===== src/rtl/lfu_cache_lru_tiebreak_macros.svh =====
// Assertion macros shared by the cache RTL.
`ifndef LFU_CACHE_LRU_TIEBREAK_MACROS_SVH
`define LFU_CACHE_LRU_TIEBREAK_MACROS_SVH

`ifndef SYNTH
// Same-cycle implication.
`define LFUC_ASSERT_IMP(label, clk, rst, ante, cons) \
   label: assert property (@(posedge clk) disable iff (rst) (ante) |-> (cons)) \
      else $error("lfuc assertion failed");
// Next-cycle implication.
`define LFUC_ASSERT_NXT(label, clk, rst, ante, cons) \
   label: assert property (@(posedge clk) disable iff (rst) (ante) |=> (cons)) \
      else $error("lfuc assertion failed");
`else
`define LFUC_ASSERT_IMP(label, clk, rst, ante, cons)
`define LFUC_ASSERT_NXT(label, clk, rst, ante, cons)
`endif

`endif


===== src/rtl/lfuc_pkg.sv =====
// Shared types and constants for the LFU cache.
package lfuc_pkg;

   localparam int CAPACITY_DEFAULT = 16;

   localparam int KEY_W   = 32;
   localparam int VAL_W   = 32;
   localparam int COUNT_W = 16;
   localparam int STAMP_W = 64;
   localparam int CAP_W   = 5;

   localparam logic [COUNT_W-1:0] COUNT_MAX = '1;

   // csr space: one register, byte addressed
   localparam int CSR_ADDR_W = 3;
   localparam int CSR_DATA_W = 32;
   localparam logic [0:0] REG_CAPACITY_IN_USE = 1'b0;

   localparam logic MODE_GET = 1'b0;
   localparam logic MODE_PUT = 1'b1;

   typedef struct packed {
      logic [KEY_W-1:0]   key;
      logic [VAL_W-1:0]   value;
      logic [COUNT_W-1:0] count;
      logic [STAMP_W-1:0] stamp;
   } entry_type;

   localparam int ENTRY_W = $bits(entry_type);

   typedef struct packed {
      logic clear;
      logic sample;
   } scan_ctrl_type;

   typedef struct packed {
      logic match_found;
      logic victim_found;
   } scan_flags_type;

endpackage


===== src/rtl/lfuc_ram.sv =====
// Generic single-write, single-read RAM with registered read data.
module lfuc_ram #(
   parameter int WIDTH = 8,
   parameter int DEPTH = 16,
   localparam int AW = (DEPTH > 1) ? $clog2(DEPTH) : 1
) (
   input  logic             clock,
   input  logic             wr_en,
   input  logic [AW-1:0]    wr_addr,
   input  logic [WIDTH-1:0] wr_data,
   input  logic [AW-1:0]    rd_addr,
   output logic [WIDTH-1:0] rd_data
);

   logic [WIDTH-1:0] mem_ff [DEPTH];
   logic [WIDTH-1:0] rd_data_ff;

   always_ff @(posedge clock) begin
      if (wr_en) begin
         mem_ff[wr_addr] <= wr_data;
      end
      rd_data_ff <= mem_ff[rd_addr];
   end

   assign rd_data = rd_data_ff;

endmodule


===== src/rtl/lfuc_scan.sv =====
// Per-entry compare unit: key match and LFU/oldest-stamp victim tracking.
module lfuc_scan import lfuc_pkg::*; #(
   parameter int IDX_W = 4
) (
   input  logic             clock,
   input  logic             reset,
   input  scan_ctrl_type    ctrl,
   input  logic [KEY_W-1:0] key,
   input  logic [IDX_W-1:0] idx,
   input  entry_type        entry,
   output scan_flags_type   flags,
   output logic [IDX_W-1:0] match_idx,
   output entry_type        match_entry,
   output logic [IDX_W-1:0] vict_idx,
   output logic [KEY_W-1:0] vict_key
);

   scan_flags_type     flags_ff, flags_in;
   logic [IDX_W-1:0]   match_idx_ff, match_idx_in;
   entry_type          match_entry_ff, match_entry_in;
   logic [IDX_W-1:0]   vict_idx_ff, vict_idx_in;
   logic [KEY_W-1:0]   vict_key_ff, vict_key_in;
   logic [COUNT_W-1:0] vict_count_ff, vict_count_in;
   logic [STAMP_W-1:0] vict_stamp_ff, vict_stamp_in;
   logic               is_match;
   logic               is_better;

   assign is_match  = (entry.key == key);
   // lower count wins, then older stamp
   assign is_better = !flags_ff.victim_found ||
                      ({entry.count, entry.stamp} < {vict_count_ff, vict_stamp_ff});

   always_comb begin
      flags_in       = flags_ff;
      match_idx_in   = match_idx_ff;
      match_entry_in = match_entry_ff;
      vict_idx_in    = vict_idx_ff;
      vict_key_in    = vict_key_ff;
      vict_count_in  = vict_count_ff;
      vict_stamp_in  = vict_stamp_ff;
      if (ctrl.clear) begin
         flags_in = '0;
      end else if (ctrl.sample) begin
         if (is_match) begin
            flags_in.match_found = 1'b1;
            match_idx_in         = idx;
            match_entry_in       = entry;
         end
         if (is_better) begin
            flags_in.victim_found = 1'b1;
            vict_idx_in           = idx;
            vict_key_in           = entry.key;
            vict_count_in         = entry.count;
            vict_stamp_in         = entry.stamp;
         end
      end
   end

   always_ff @(posedge clock) begin
      if (reset) begin
         flags_ff <= '0;
      end else begin
         flags_ff <= flags_in;
      end
   end

   always_ff @(posedge clock) begin
      match_idx_ff   <= match_idx_in;
      match_entry_ff <= match_entry_in;
      vict_idx_ff    <= vict_idx_in;
      vict_key_ff    <= vict_key_in;
      vict_count_ff  <= vict_count_in;
      vict_stamp_ff  <= vict_stamp_in;
   end

   assign flags       = flags_ff;
   assign match_idx   = match_idx_ff;
   assign match_entry = match_entry_ff;
   assign vict_idx    = vict_idx_ff;
   assign vict_key    = vict_key_ff;

endmodule


===== src/rtl/lfu_cache_lru_tiebreak.sv =====
// LFU key-value cache top level: sequencer, entry RAM, scan unit, csr and result beat.
//
// Fully associative cache of up to CAPACITY entries, LFU replacement with
// oldest-stamp tie-break. Request beats (req_*) carry a get or put of a
// 32-bit key; each request yields exactly one response beat (rsp_*).
// Occupied entries always form a prefix of the RAM (slots 0..occupancy-1),
// so no per-entry valid bits are kept: the fill count marks them.
// Per request the sequencer reads every occupied entry once from the entry
// RAM (one read port, one entry per cycle) through one compare unit, then
// does at most one write-back.
// req_tready is high only while the sequencer is idle. The response sits in
// an output register, so the next request is accepted while it waits; a
// stalled rsp_tready holds the finished result of the following request
// until the register frees up.
// Reset empties the cache, zeroes the stamp counter and sets
// capacity_in_use to min(CAPACITY, 16). The csr port (capacity_in_use at
// byte address 0) ignores writes while the cache holds entries; values
// above CAPACITY are clamped.
`include "lfu_cache_lru_tiebreak_macros.svh"

module lfu_cache_lru_tiebreak import lfuc_pkg::*; #(
   parameter int CAPACITY = CAPACITY_DEFAULT
) (
   input  logic                  clock,
   input  logic                  reset,
   // request channel
   input  logic                  req_tvalid,
   output logic                  req_tready,
   input  logic [63:0]           req_tdata,   // [31:0] key, [63:32] value
   input  logic [0:0]            req_tuser,   // [0] mode (0 get, 1 put)
   // response channel
   output logic                  rsp_tvalid,
   input  logic                  rsp_tready,
   output logic [63:0]           rsp_tdata,   // [31:0] read_value, [63:32] evicted_key
   output logic [1:0]            rsp_tuser,   // [0] hit, [1] evicted
   // csr port
   input  logic                  csr_psel,
   input  logic                  csr_penable,
   input  logic                  csr_pwrite,
   input  logic [CSR_ADDR_W-1:0] csr_paddr,
   input  logic [CSR_DATA_W-1:0] csr_pwdata,
   output logic [CSR_DATA_W-1:0] csr_prdata,
   output logic                  csr_pready
);

   localparam int IDX_W = (CAPACITY > 1) ? $clog2(CAPACITY) : 1;
   localparam int OCC_W = $clog2(CAPACITY + 1);
   localparam logic [CAP_W-1:0] CAP_RESET =
      (CAPACITY < 16) ? CAP_W'(CAPACITY) : CAP_W'(16);

   typedef enum logic [3:0] {
      ST_IDLE   = 4'b0001,
      ST_SCAN   = 4'b0010,
      ST_DECIDE = 4'b0100,
      ST_DONE   = 4'b1000
   } state_type;

   state_type          state_ff, state_in;
   logic [CAP_W-1:0]   cap_ff, cap_in;
   logic [OCC_W-1:0]   occ_ff, occ_in;
   logic [STAMP_W-1:0] stamp_ff, stamp_in;
   logic [OCC_W-1:0]   issue_ff, issue_in;
   logic               cmp_valid_ff, cmp_valid_in;
   logic [IDX_W-1:0]   cmp_idx_ff, cmp_idx_in;

   // latched request
   logic               mode_ff, mode_in;
   logic [KEY_W-1:0]   key_ff, key_in;
   logic [VAL_W-1:0]   val_ff, val_in;

   // finished result waiting for the output register
   logic               res_hit_ff, res_hit_in;
   logic [VAL_W-1:0]   res_rd_ff, res_rd_in;
   logic               res_ev_ff, res_ev_in;
   logic [KEY_W-1:0]   res_evk_ff, res_evk_in;

   // output register
   logic               rsp_valid_ff, rsp_valid_in;
   logic [63:0]        rsp_data_ff, rsp_data_in;
   logic [1:0]         rsp_user_ff, rsp_user_in;

   logic               ram_we;
   logic [IDX_W-1:0]   ram_waddr;
   entry_type          ram_wdata;
   entry_type          ram_rdata;

   scan_ctrl_type      scan_ctrl;
   scan_flags_type     scan_flags;
   logic [IDX_W-1:0]   match_idx;
   entry_type          match_entry;
   logic [IDX_W-1:0]   vict_idx;
   logic [KEY_W-1:0]   vict_key;

   logic               req_beat;
   logic               csr_wr;
   logic [CAP_W-1:0]   csr_wval;
   logic               cache_full;
   logic               rsp_free;
   entry_type          upd_entry;
   logic               count_sat;

   assign req_tready = (state_ff == ST_IDLE);
   assign req_beat   = req_tvalid && req_tready;
   assign rsp_free   = !rsp_valid_ff || rsp_tready;

   // ---------------- csr ----------------
   assign csr_pready = 1'b1;
   assign csr_wr     = csr_psel && csr_penable && csr_pwrite && csr_pready &&
                       (csr_paddr[2] == REG_CAPACITY_IN_USE);
   assign csr_wval   = csr_pwdata[CAP_W-1:0];

   always_comb begin
      cap_in = cap_ff;
      if (csr_wr && (occ_ff == '0)) begin
         cap_in = (32'(csr_wval) > CAPACITY) ? CAP_W'(CAPACITY) : csr_wval;
      end
   end

   assign csr_prdata = (csr_paddr[2] == REG_CAPACITY_IN_USE) ?
                       CSR_DATA_W'(cap_ff) : '0;

   // ---------------- entry storage ----------------
   lfuc_ram #(
      .WIDTH (ENTRY_W),
      .DEPTH (CAPACITY)
   ) u_entry_ram (
      .clock   (clock),
      .wr_en   (ram_we),
      .wr_addr (ram_waddr),
      .wr_data (ram_wdata),
      .rd_addr (issue_ff[IDX_W-1:0]),
      .rd_data (ram_rdata)
   );

   lfuc_scan #(
      .IDX_W (IDX_W)
   ) u_scan (
      .clock       (clock),
      .reset       (reset),
      .ctrl        (scan_ctrl),
      .key         (key_ff),
      .idx         (cmp_idx_ff),
      .entry       (ram_rdata),
      .flags       (scan_flags),
      .match_idx   (match_idx),
      .match_entry (match_entry),
      .vict_idx    (vict_idx),
      .vict_key    (vict_key)
   );

   assign scan_ctrl.clear  = req_beat;
   assign scan_ctrl.sample = (state_ff == ST_SCAN) && cmp_valid_ff;

   // ---------------- sequencer ----------------
   assign cache_full = (32'(occ_ff) >= 32'(cap_ff));
   assign count_sat  = (match_entry.count == COUNT_MAX);

   always_comb begin
      upd_entry = match_entry;
      if (!count_sat) begin
         upd_entry.count = match_entry.count + 16'd1;
         upd_entry.stamp = stamp_ff;
      end
   end

   always_comb begin
      state_in     = state_ff;
      occ_in       = occ_ff;
      stamp_in     = stamp_ff;
      issue_in     = issue_ff;
      cmp_valid_in = 1'b0;
      cmp_idx_in   = cmp_idx_ff;
      mode_in      = mode_ff;
      key_in       = key_ff;
      val_in       = val_ff;
      res_hit_in   = res_hit_ff;
      res_rd_in    = res_rd_ff;
      res_ev_in    = res_ev_ff;
      res_evk_in   = res_evk_ff;
      rsp_valid_in = rsp_valid_ff;
      rsp_data_in  = rsp_data_ff;
      rsp_user_in  = rsp_user_ff;
      ram_we       = 1'b0;
      ram_waddr    = match_idx;
      ram_wdata    = upd_entry;

      if (rsp_valid_ff && rsp_tready) begin
         rsp_valid_in = 1'b0;
      end

      unique case (state_ff)
         ST_IDLE: begin
            issue_in = '0;
            if (req_beat) begin
               mode_in  = req_tuser[0];
               key_in   = req_tdata[31:0];
               val_in   = req_tdata[63:32];
               state_in = ST_SCAN;
            end
         end
         ST_SCAN: begin
            // one read issued per cycle, compared in the next cycle
            if (issue_ff != occ_ff) begin
               cmp_valid_in = 1'b1;
               cmp_idx_in   = issue_ff[IDX_W-1:0];
               issue_in     = issue_ff + OCC_W'(1);
            end else if (!cmp_valid_ff) begin
               state_in = ST_DECIDE;
            end
         end
         ST_DECIDE: begin
            res_hit_in = 1'b0;
            res_rd_in  = '0;
            res_ev_in  = 1'b0;
            res_evk_in = '0;
            if (mode_ff == MODE_GET) begin
               if (scan_flags.match_found) begin
                  res_hit_in = 1'b1;
                  res_rd_in  = match_entry.value;
                  if (!count_sat) begin
                     ram_we   = 1'b1;
                     stamp_in = stamp_ff + 64'd1;
                  end
               end
            end else if (cap_ff != '0) begin
               if (scan_flags.match_found) begin
                  res_hit_in      = 1'b1;
                  ram_we          = 1'b1;
                  ram_wdata.value = val_ff;
                  if (!count_sat) begin
                     stamp_in = stamp_ff + 64'd1;
                  end
               end else begin
                  // insert: reuse the victim slot when full, else extend the prefix
                  ram_we          = 1'b1;
                  ram_wdata.key   = key_ff;
                  ram_wdata.value = val_ff;
                  ram_wdata.count = 16'd1;
                  ram_wdata.stamp = stamp_ff;
                  stamp_in        = stamp_ff + 64'd1;
                  if (cache_full) begin
                     res_ev_in  = 1'b1;
                     res_evk_in = vict_key;
                     ram_waddr  = vict_idx;
                  end else begin
                     ram_waddr = occ_ff[IDX_W-1:0];
                     occ_in    = occ_ff + OCC_W'(1);
                  end
               end
            end
            state_in = ST_DONE;
         end
         ST_DONE: begin
            if (rsp_free) begin
               rsp_valid_in = 1'b1;
               rsp_data_in  = {res_evk_ff, res_rd_ff};
               rsp_user_in  = {res_ev_ff, res_hit_ff};
               state_in     = ST_IDLE;
            end
         end
         default: begin
            state_in = ST_IDLE;
         end
      endcase
   end

   always_ff @(posedge clock) begin
      if (reset) begin
         state_ff     <= ST_IDLE;
         cap_ff       <= CAP_RESET;
         occ_ff       <= '0;
         stamp_ff     <= '0;
         issue_ff     <= '0;
         cmp_valid_ff <= 1'b0;
         rsp_valid_ff <= 1'b0;
      end else begin
         state_ff     <= state_in;
         cap_ff       <= cap_in;
         occ_ff       <= occ_in;
         stamp_ff     <= stamp_in;
         issue_ff     <= issue_in;
         cmp_valid_ff <= cmp_valid_in;
         rsp_valid_ff <= rsp_valid_in;
      end
   end

   always_ff @(posedge clock) begin
      cmp_idx_ff  <= cmp_idx_in;
      mode_ff     <= mode_in;
      key_ff      <= key_in;
      val_ff      <= val_in;
      res_hit_ff  <= res_hit_in;
      res_rd_ff   <= res_rd_in;
      res_ev_ff   <= res_ev_in;
      res_evk_ff  <= res_evk_in;
      rsp_data_ff <= rsp_data_in;
      rsp_user_ff <= rsp_user_in;
   end

   assign rsp_tvalid = rsp_valid_ff;
   assign rsp_tdata  = rsp_data_ff;
   assign rsp_tuser  = rsp_user_ff;

   // ---------------- checks ----------------
   // fill count never passes the configured capacity
   `LFUC_ASSERT_IMP(a_occ_le_cap, clock, reset, 1'b1, 32'(occ_ff) <= 32'(cap_ff))
   // capacity is frozen while the cache holds entries
   `LFUC_ASSERT_NXT(a_cap_frozen, clock, reset, occ_ff != '0, $stable(cap_ff))
   // a put miss into a full cache always has a victim from the scan
   `LFUC_ASSERT_IMP(a_victim_found, clock, reset, (state_ff == ST_DECIDE) && (mode_ff == MODE_PUT) && (cap_ff != '0) && !scan_flags.match_found && cache_full, scan_flags.victim_found)
   // fill count moves only at write-back
   `LFUC_ASSERT_NXT(a_occ_only_decide, clock, reset, state_ff != ST_DECIDE, $stable(occ_ff))

endmodule

===== config.mk =====
export PLATFORM = sky130hd
export DESIGN_NAME = lfu_cache_lru_tiebreak
export DESIGN_NICKNAME = d
export VERILOG_FILES = /design/src/rtl/lfuc_pkg.sv /design/src/rtl/lfuc_ram.sv /design/src/rtl/lfuc_scan.sv /design/src/rtl/lfu_cache_lru_tiebreak.sv
export VERILOG_INCLUDE_DIRS = /design/src /design/src/rtl
export SDC_FILE = /design/constraint.sdc
export NUM_CORES = 2
export LEC_CHECK = 0
export BUFFER_PORTS_ARGS = -buffer_cell sky130_fd_sc_hd__buf_2
export CAP_MARGIN = 20
export CORE_MARGIN = 2
export CORE_UTILIZATION = 40
export DETAILED_ROUTE_END_ITERATION = 10
export PLACE_DENSITY = 0.56
export SYNTH_ARGS = -nofsm -noshare
export SYNTH_HDL_FRONTEND = slang
export SYNTH_SLANG_ARGS = --single-unit

===== constraint.sdc =====
create_clock -name clock -period 28.7 [get_ports clock]
set_input_delay 1.435 -clock clock [delete_from_list [all_inputs] [get_ports clock]]
set_output_delay 1.435 -clock clock [all_outputs]
set_load 0.05 [all_outputs]

==> summary.md <==
| Metric | Value |
|---|---|
| RSZ-0062 raised after global routing | no |
| Worst R2R End | u_entry_ram.mem_ff[10][95] |
| Maxcap violations | 0 |
| Setup slack, reg-to-reg | 22,440 ps |
| TritonCTS clock tree | done |
| DP Worst Slack | ~22,000 ps |
| Boundary Pins | between 200 and 250 |
| Die ar. | roughly 280,000 um2 |
| Number of buffers added on ports | 150 |
| Critical Path RT | 29,150 ps |
| Setup TNS | 0 ps |
| Via count | between 50,000 and 60,000 |
| Min-delay src | u_entry_ram.rd_data[97] |
| Final setup violation count | 0 |
| PwrDens | about 69 nW/um2 |
| Worst R2R Start | state_ff[3] |
| Synth unique cells | 62 |
| Drc violations | 0 |
| Worst-Margin Slew | approximately 1100 ps |
| P_leak | roughly 40 nW |
| Number of H-tree levels | 5 |
| Comb pwr share | 0.004 |
| Mapped Area | 112,000 um2 |
| DR vias/cell | 5.48 |
| Drt total wl | 260 mm |
| FF-to-FF path depth | 10 |
| Initial antenna violation count | 6 |
| CP most frequent cell | buf_4 |
| CP max-delay cell | nor3_2 |
| Post-CTS Resized | 0 |
| Reg power frac | 0.536 |
| Post-DP HPWL | approximately 130 mm |
| Number of global-route vias before repair | roughly 53,000 |
| DR iter-0 viols | between 5,000 and 6,000 |
| Post-Syn Area per Cell | between 20 and 25 um2 |
| Worst clock skew | between 60 and 70 ps |
| Total Nets Final | roughly 5,600 |
| Final Cycle Share | 0.218 |
| Sequential share of the synthesized area | 0.782 |
| Flops & latches, synth | around 3,000 |
| CTS Buf Count | roughly 320 |
| Type of the worst setup path | reg -> reg |
| Clk pwr share | 0.460 |
| Worst skew pair latency | ~870 ps |
| Worst setup EP type | flop |
| Reg clk slew, reported paths | about 60 ps |
| Total grt overflow | 0 |
| Hold WC Path Type | reg -> reg |
| Commonest non-fill, non-tap cell in the layout | edfxtp_1 |
| CTS root buf | clkbuf_16 |
| Slew headroom | 0.258 |
| Synth Flop Type | edfxtp_1 |
| Final min period | approximately 6300 ps |
| CP Buf/Inv Count | 5 |
| Largest net degree at the start of global routing | 123 |
| Number of synthesized flops with an enable pin | 2,769 |
| Final Wtd Congestion | about 0.74 |
| Sw frac | 0.194 |
| Hold Fails Final Rpt | 0 |
| Asr flop ratio synth | 0 |
| Hold-critical path endpoint | u_scan.match_entry[97] |
| Status | finished clean |
| Highest-count cells in the layout ignoring fill and taps | edfxtp_1, mux4_2, clkbuf_16 |
| Setup crit start kind | flop |
| CP max FO | 40 |
| Peak Freq | about 0.16 GHz |
| Core area | 279,000 um2 |
| Hold_buf cts | 0 |
| Arrival time worst endpoint | between 6000 and 7000 ps |
| NetSw | 0.00170 W |
| Die W | approximately 530 um |
| CTS Buffer Depth | 4 |
| Clk sinks | around 3,000 |
| Fraction of layout cells with a size suffix above 1 | 0.277 |
| Synth-to-Final Area Change | 14.2% |
| Post-CTS setup buffer count | 0 |
| Final Max Slew Viols | 0 |
| Initial Util | 0.402 |
| Std cell rows | about 190 |
| P_int | between 0.007 and 0.008 W |
| Hold Path Stages | 0 |
| VDD IR max | 0.0000658 V |
| Height of the die | about 530 um |
| DR pass1 iterations | 7 |
| Delay-heaviest family, CP | buffers and inverters |
| DRT antenna net count | 0 |
| Crit-path cells | or4b_4 > inv_4 > o211ai_1 > buf_4 > o22ai_1 > a2bb2oi_1 > nor3_2 > buf_4 > buf_4 > buf_4 |
| DR WL/cell | ~28 um |
| Total GRT Usage | 0.181 |
| Syn. warnings | 0 |
| First-pass GRT wire length | ~380 mm |
| Post-Syn Instances | between 5,000 and 6,000 |
| CP max stage delay | a little under 900 ps |
| Final WS setup | ~22,000 ps |
## cells in the mapped netlist, types with 5 or more instances
cell,number,share of area
and2_1,68,0.0038
nor2_1,80,0.0027
mux2_2,85,0.0085
xnor2_1,54,0.0042
o31ai_1,13,0.00087
or4_1,10,0.00067
mux2_1,11,0.0011
nor4_1,20,0.0011
o21ai_0,28,0.0012
ha_1,89,0.0099
buf_4,28,0.0019
mux2i_1,5,0.00045
buf_2,10,0.00045
nand4_1,43,0.0024
xor2_1,42,0.0033
clkbuf_1,157,0.0052
mux4_2,720,0.14
nand4b_1,7,0.00055
o21a_1,5,0.00033
and3_1,19,0.0011
a21o_1,9,0.00060
edfxtp_1,2769,0.74
buf_1,51,0.0017
or3_1,12,0.00067
dfxtp_1,231,0.041
a21oi_1,68,0.0030
inv_1,105,0.0035
nand2_1,149,0.0050
nand3_1,38,0.0017
and4_1,8,0.00062
nor3_1,57,0.0025
nand2b_1,9,0.00050
## final cells by class
cell class / count / area, um2
well taps: 3724 / 4660
flip-flops and latches: 3000 / 87800
repair buffers: 262 / 1800
diodes: 1 / 2.50
clock buffers: 437 / 8840
inverters: 105 / 399
fillers: 23121 / 151000
clock inverters: 134 / 1460
multi-input cells: 1733 / 23300
## layer usage
layer / routed length, um / vias to the layer above / GRT usage / share of wire
met4: 3840 / 0 / 0.0340 / 0.015
met3: 15000 / 319 / 0.0278 / 0.058
li1: - / 21613 / - / -
met2: 122000 / 1540 / 0.284 / 0.47
met1: 119000 / 27980 / 0.271 / 0.46
met5: 0 / - / 0 / 0
## how the worst max path moves through the flow
stage,startpoint,endpoint,depth (start not counted)
6_report,state_ff[3],u_entry_ram.mem_ff[10][95],10
5_1_grt,state_ff[3],u_entry_ram.mem_ff[10][114],10
4_1_cts,state_ff[3],u_entry_ram.mem_ff[10][95],10
3_5_place_dp,state_ff[3],u_entry_ram.mem_ff[10][96],10
3_3_place_gp,state_ff[3],u_entry_ram.mem_ff[10][112],10
2_1_floorplan,state_ff[3],u_entry_ram.mem_ff[1][0],7
## state kept, by name, summed over array words and instances, names as in the netlist, 16 cells and up
signal	count
u_scan.vict_stamp_ff	64
u_scan.match_entry	144
u_scan.vict_key	32
u_entry_ram.mem_ff	2304
u_scan.vict_count_ff	16
rsp_tdata	64
val_ff	32
stamp_ff	64
res_evk_ff	32
key_ff	32
res_rd_ff	32
u_entry_ram.rd_data	144
## cell families after synthesis
logic type,share of synthesized area
adders and majority gates,0.00992
DFF,0.782
other,0.0000669
AOI/OAI and AO/OA,0.00897
and+or+nand+nor,0.0247
buffers and inverters,0.0128
muxes,0.154
xor gates and xnor gates,0.00749
## metrics by stage
step                      hold slack, ps  cells  instance area [um2]   util  power [W]
after floorplan                      386   5084               112000      -    0.00483
after global placement               389   8819               118000  0.422    0.00485
after detailed placement             389   8820               118000  0.422    0.00485
after CTS                            390   9391               128000  0.459    0.00890
after global routing                 400   9395               128000  0.459    0.00907
final                                394   9396               128000  0.459    0.00881
## worst reg2reg max path: stages, from the launching register on
cell and delay [ps]:
dfxtp_1 340, or4b_4 640, inv_4 420, o211ai_1 210, buf_4 330, o22ai_1 380, a2bb2oi_1 330, nor3_2 880
buf_4 840, buf_4 640, buf_4 840
## power by group through the flow
stage	clock [W]	combinational (W)	sequential, W
5_1_grt	0.00432	0.0000416	0.00472
2_1_floorplan	0	0.0000243	0.00481
3_5_place_dp	0	0.0000396	0.00481
3_3_place_gp	0	0.0000393	0.00481
4_1_cts	0.00414	0.0000397	0.00472
6_report	0.00405	0.0000386	0.00472
Note: power is estimated with default switching activity, not from simulation.
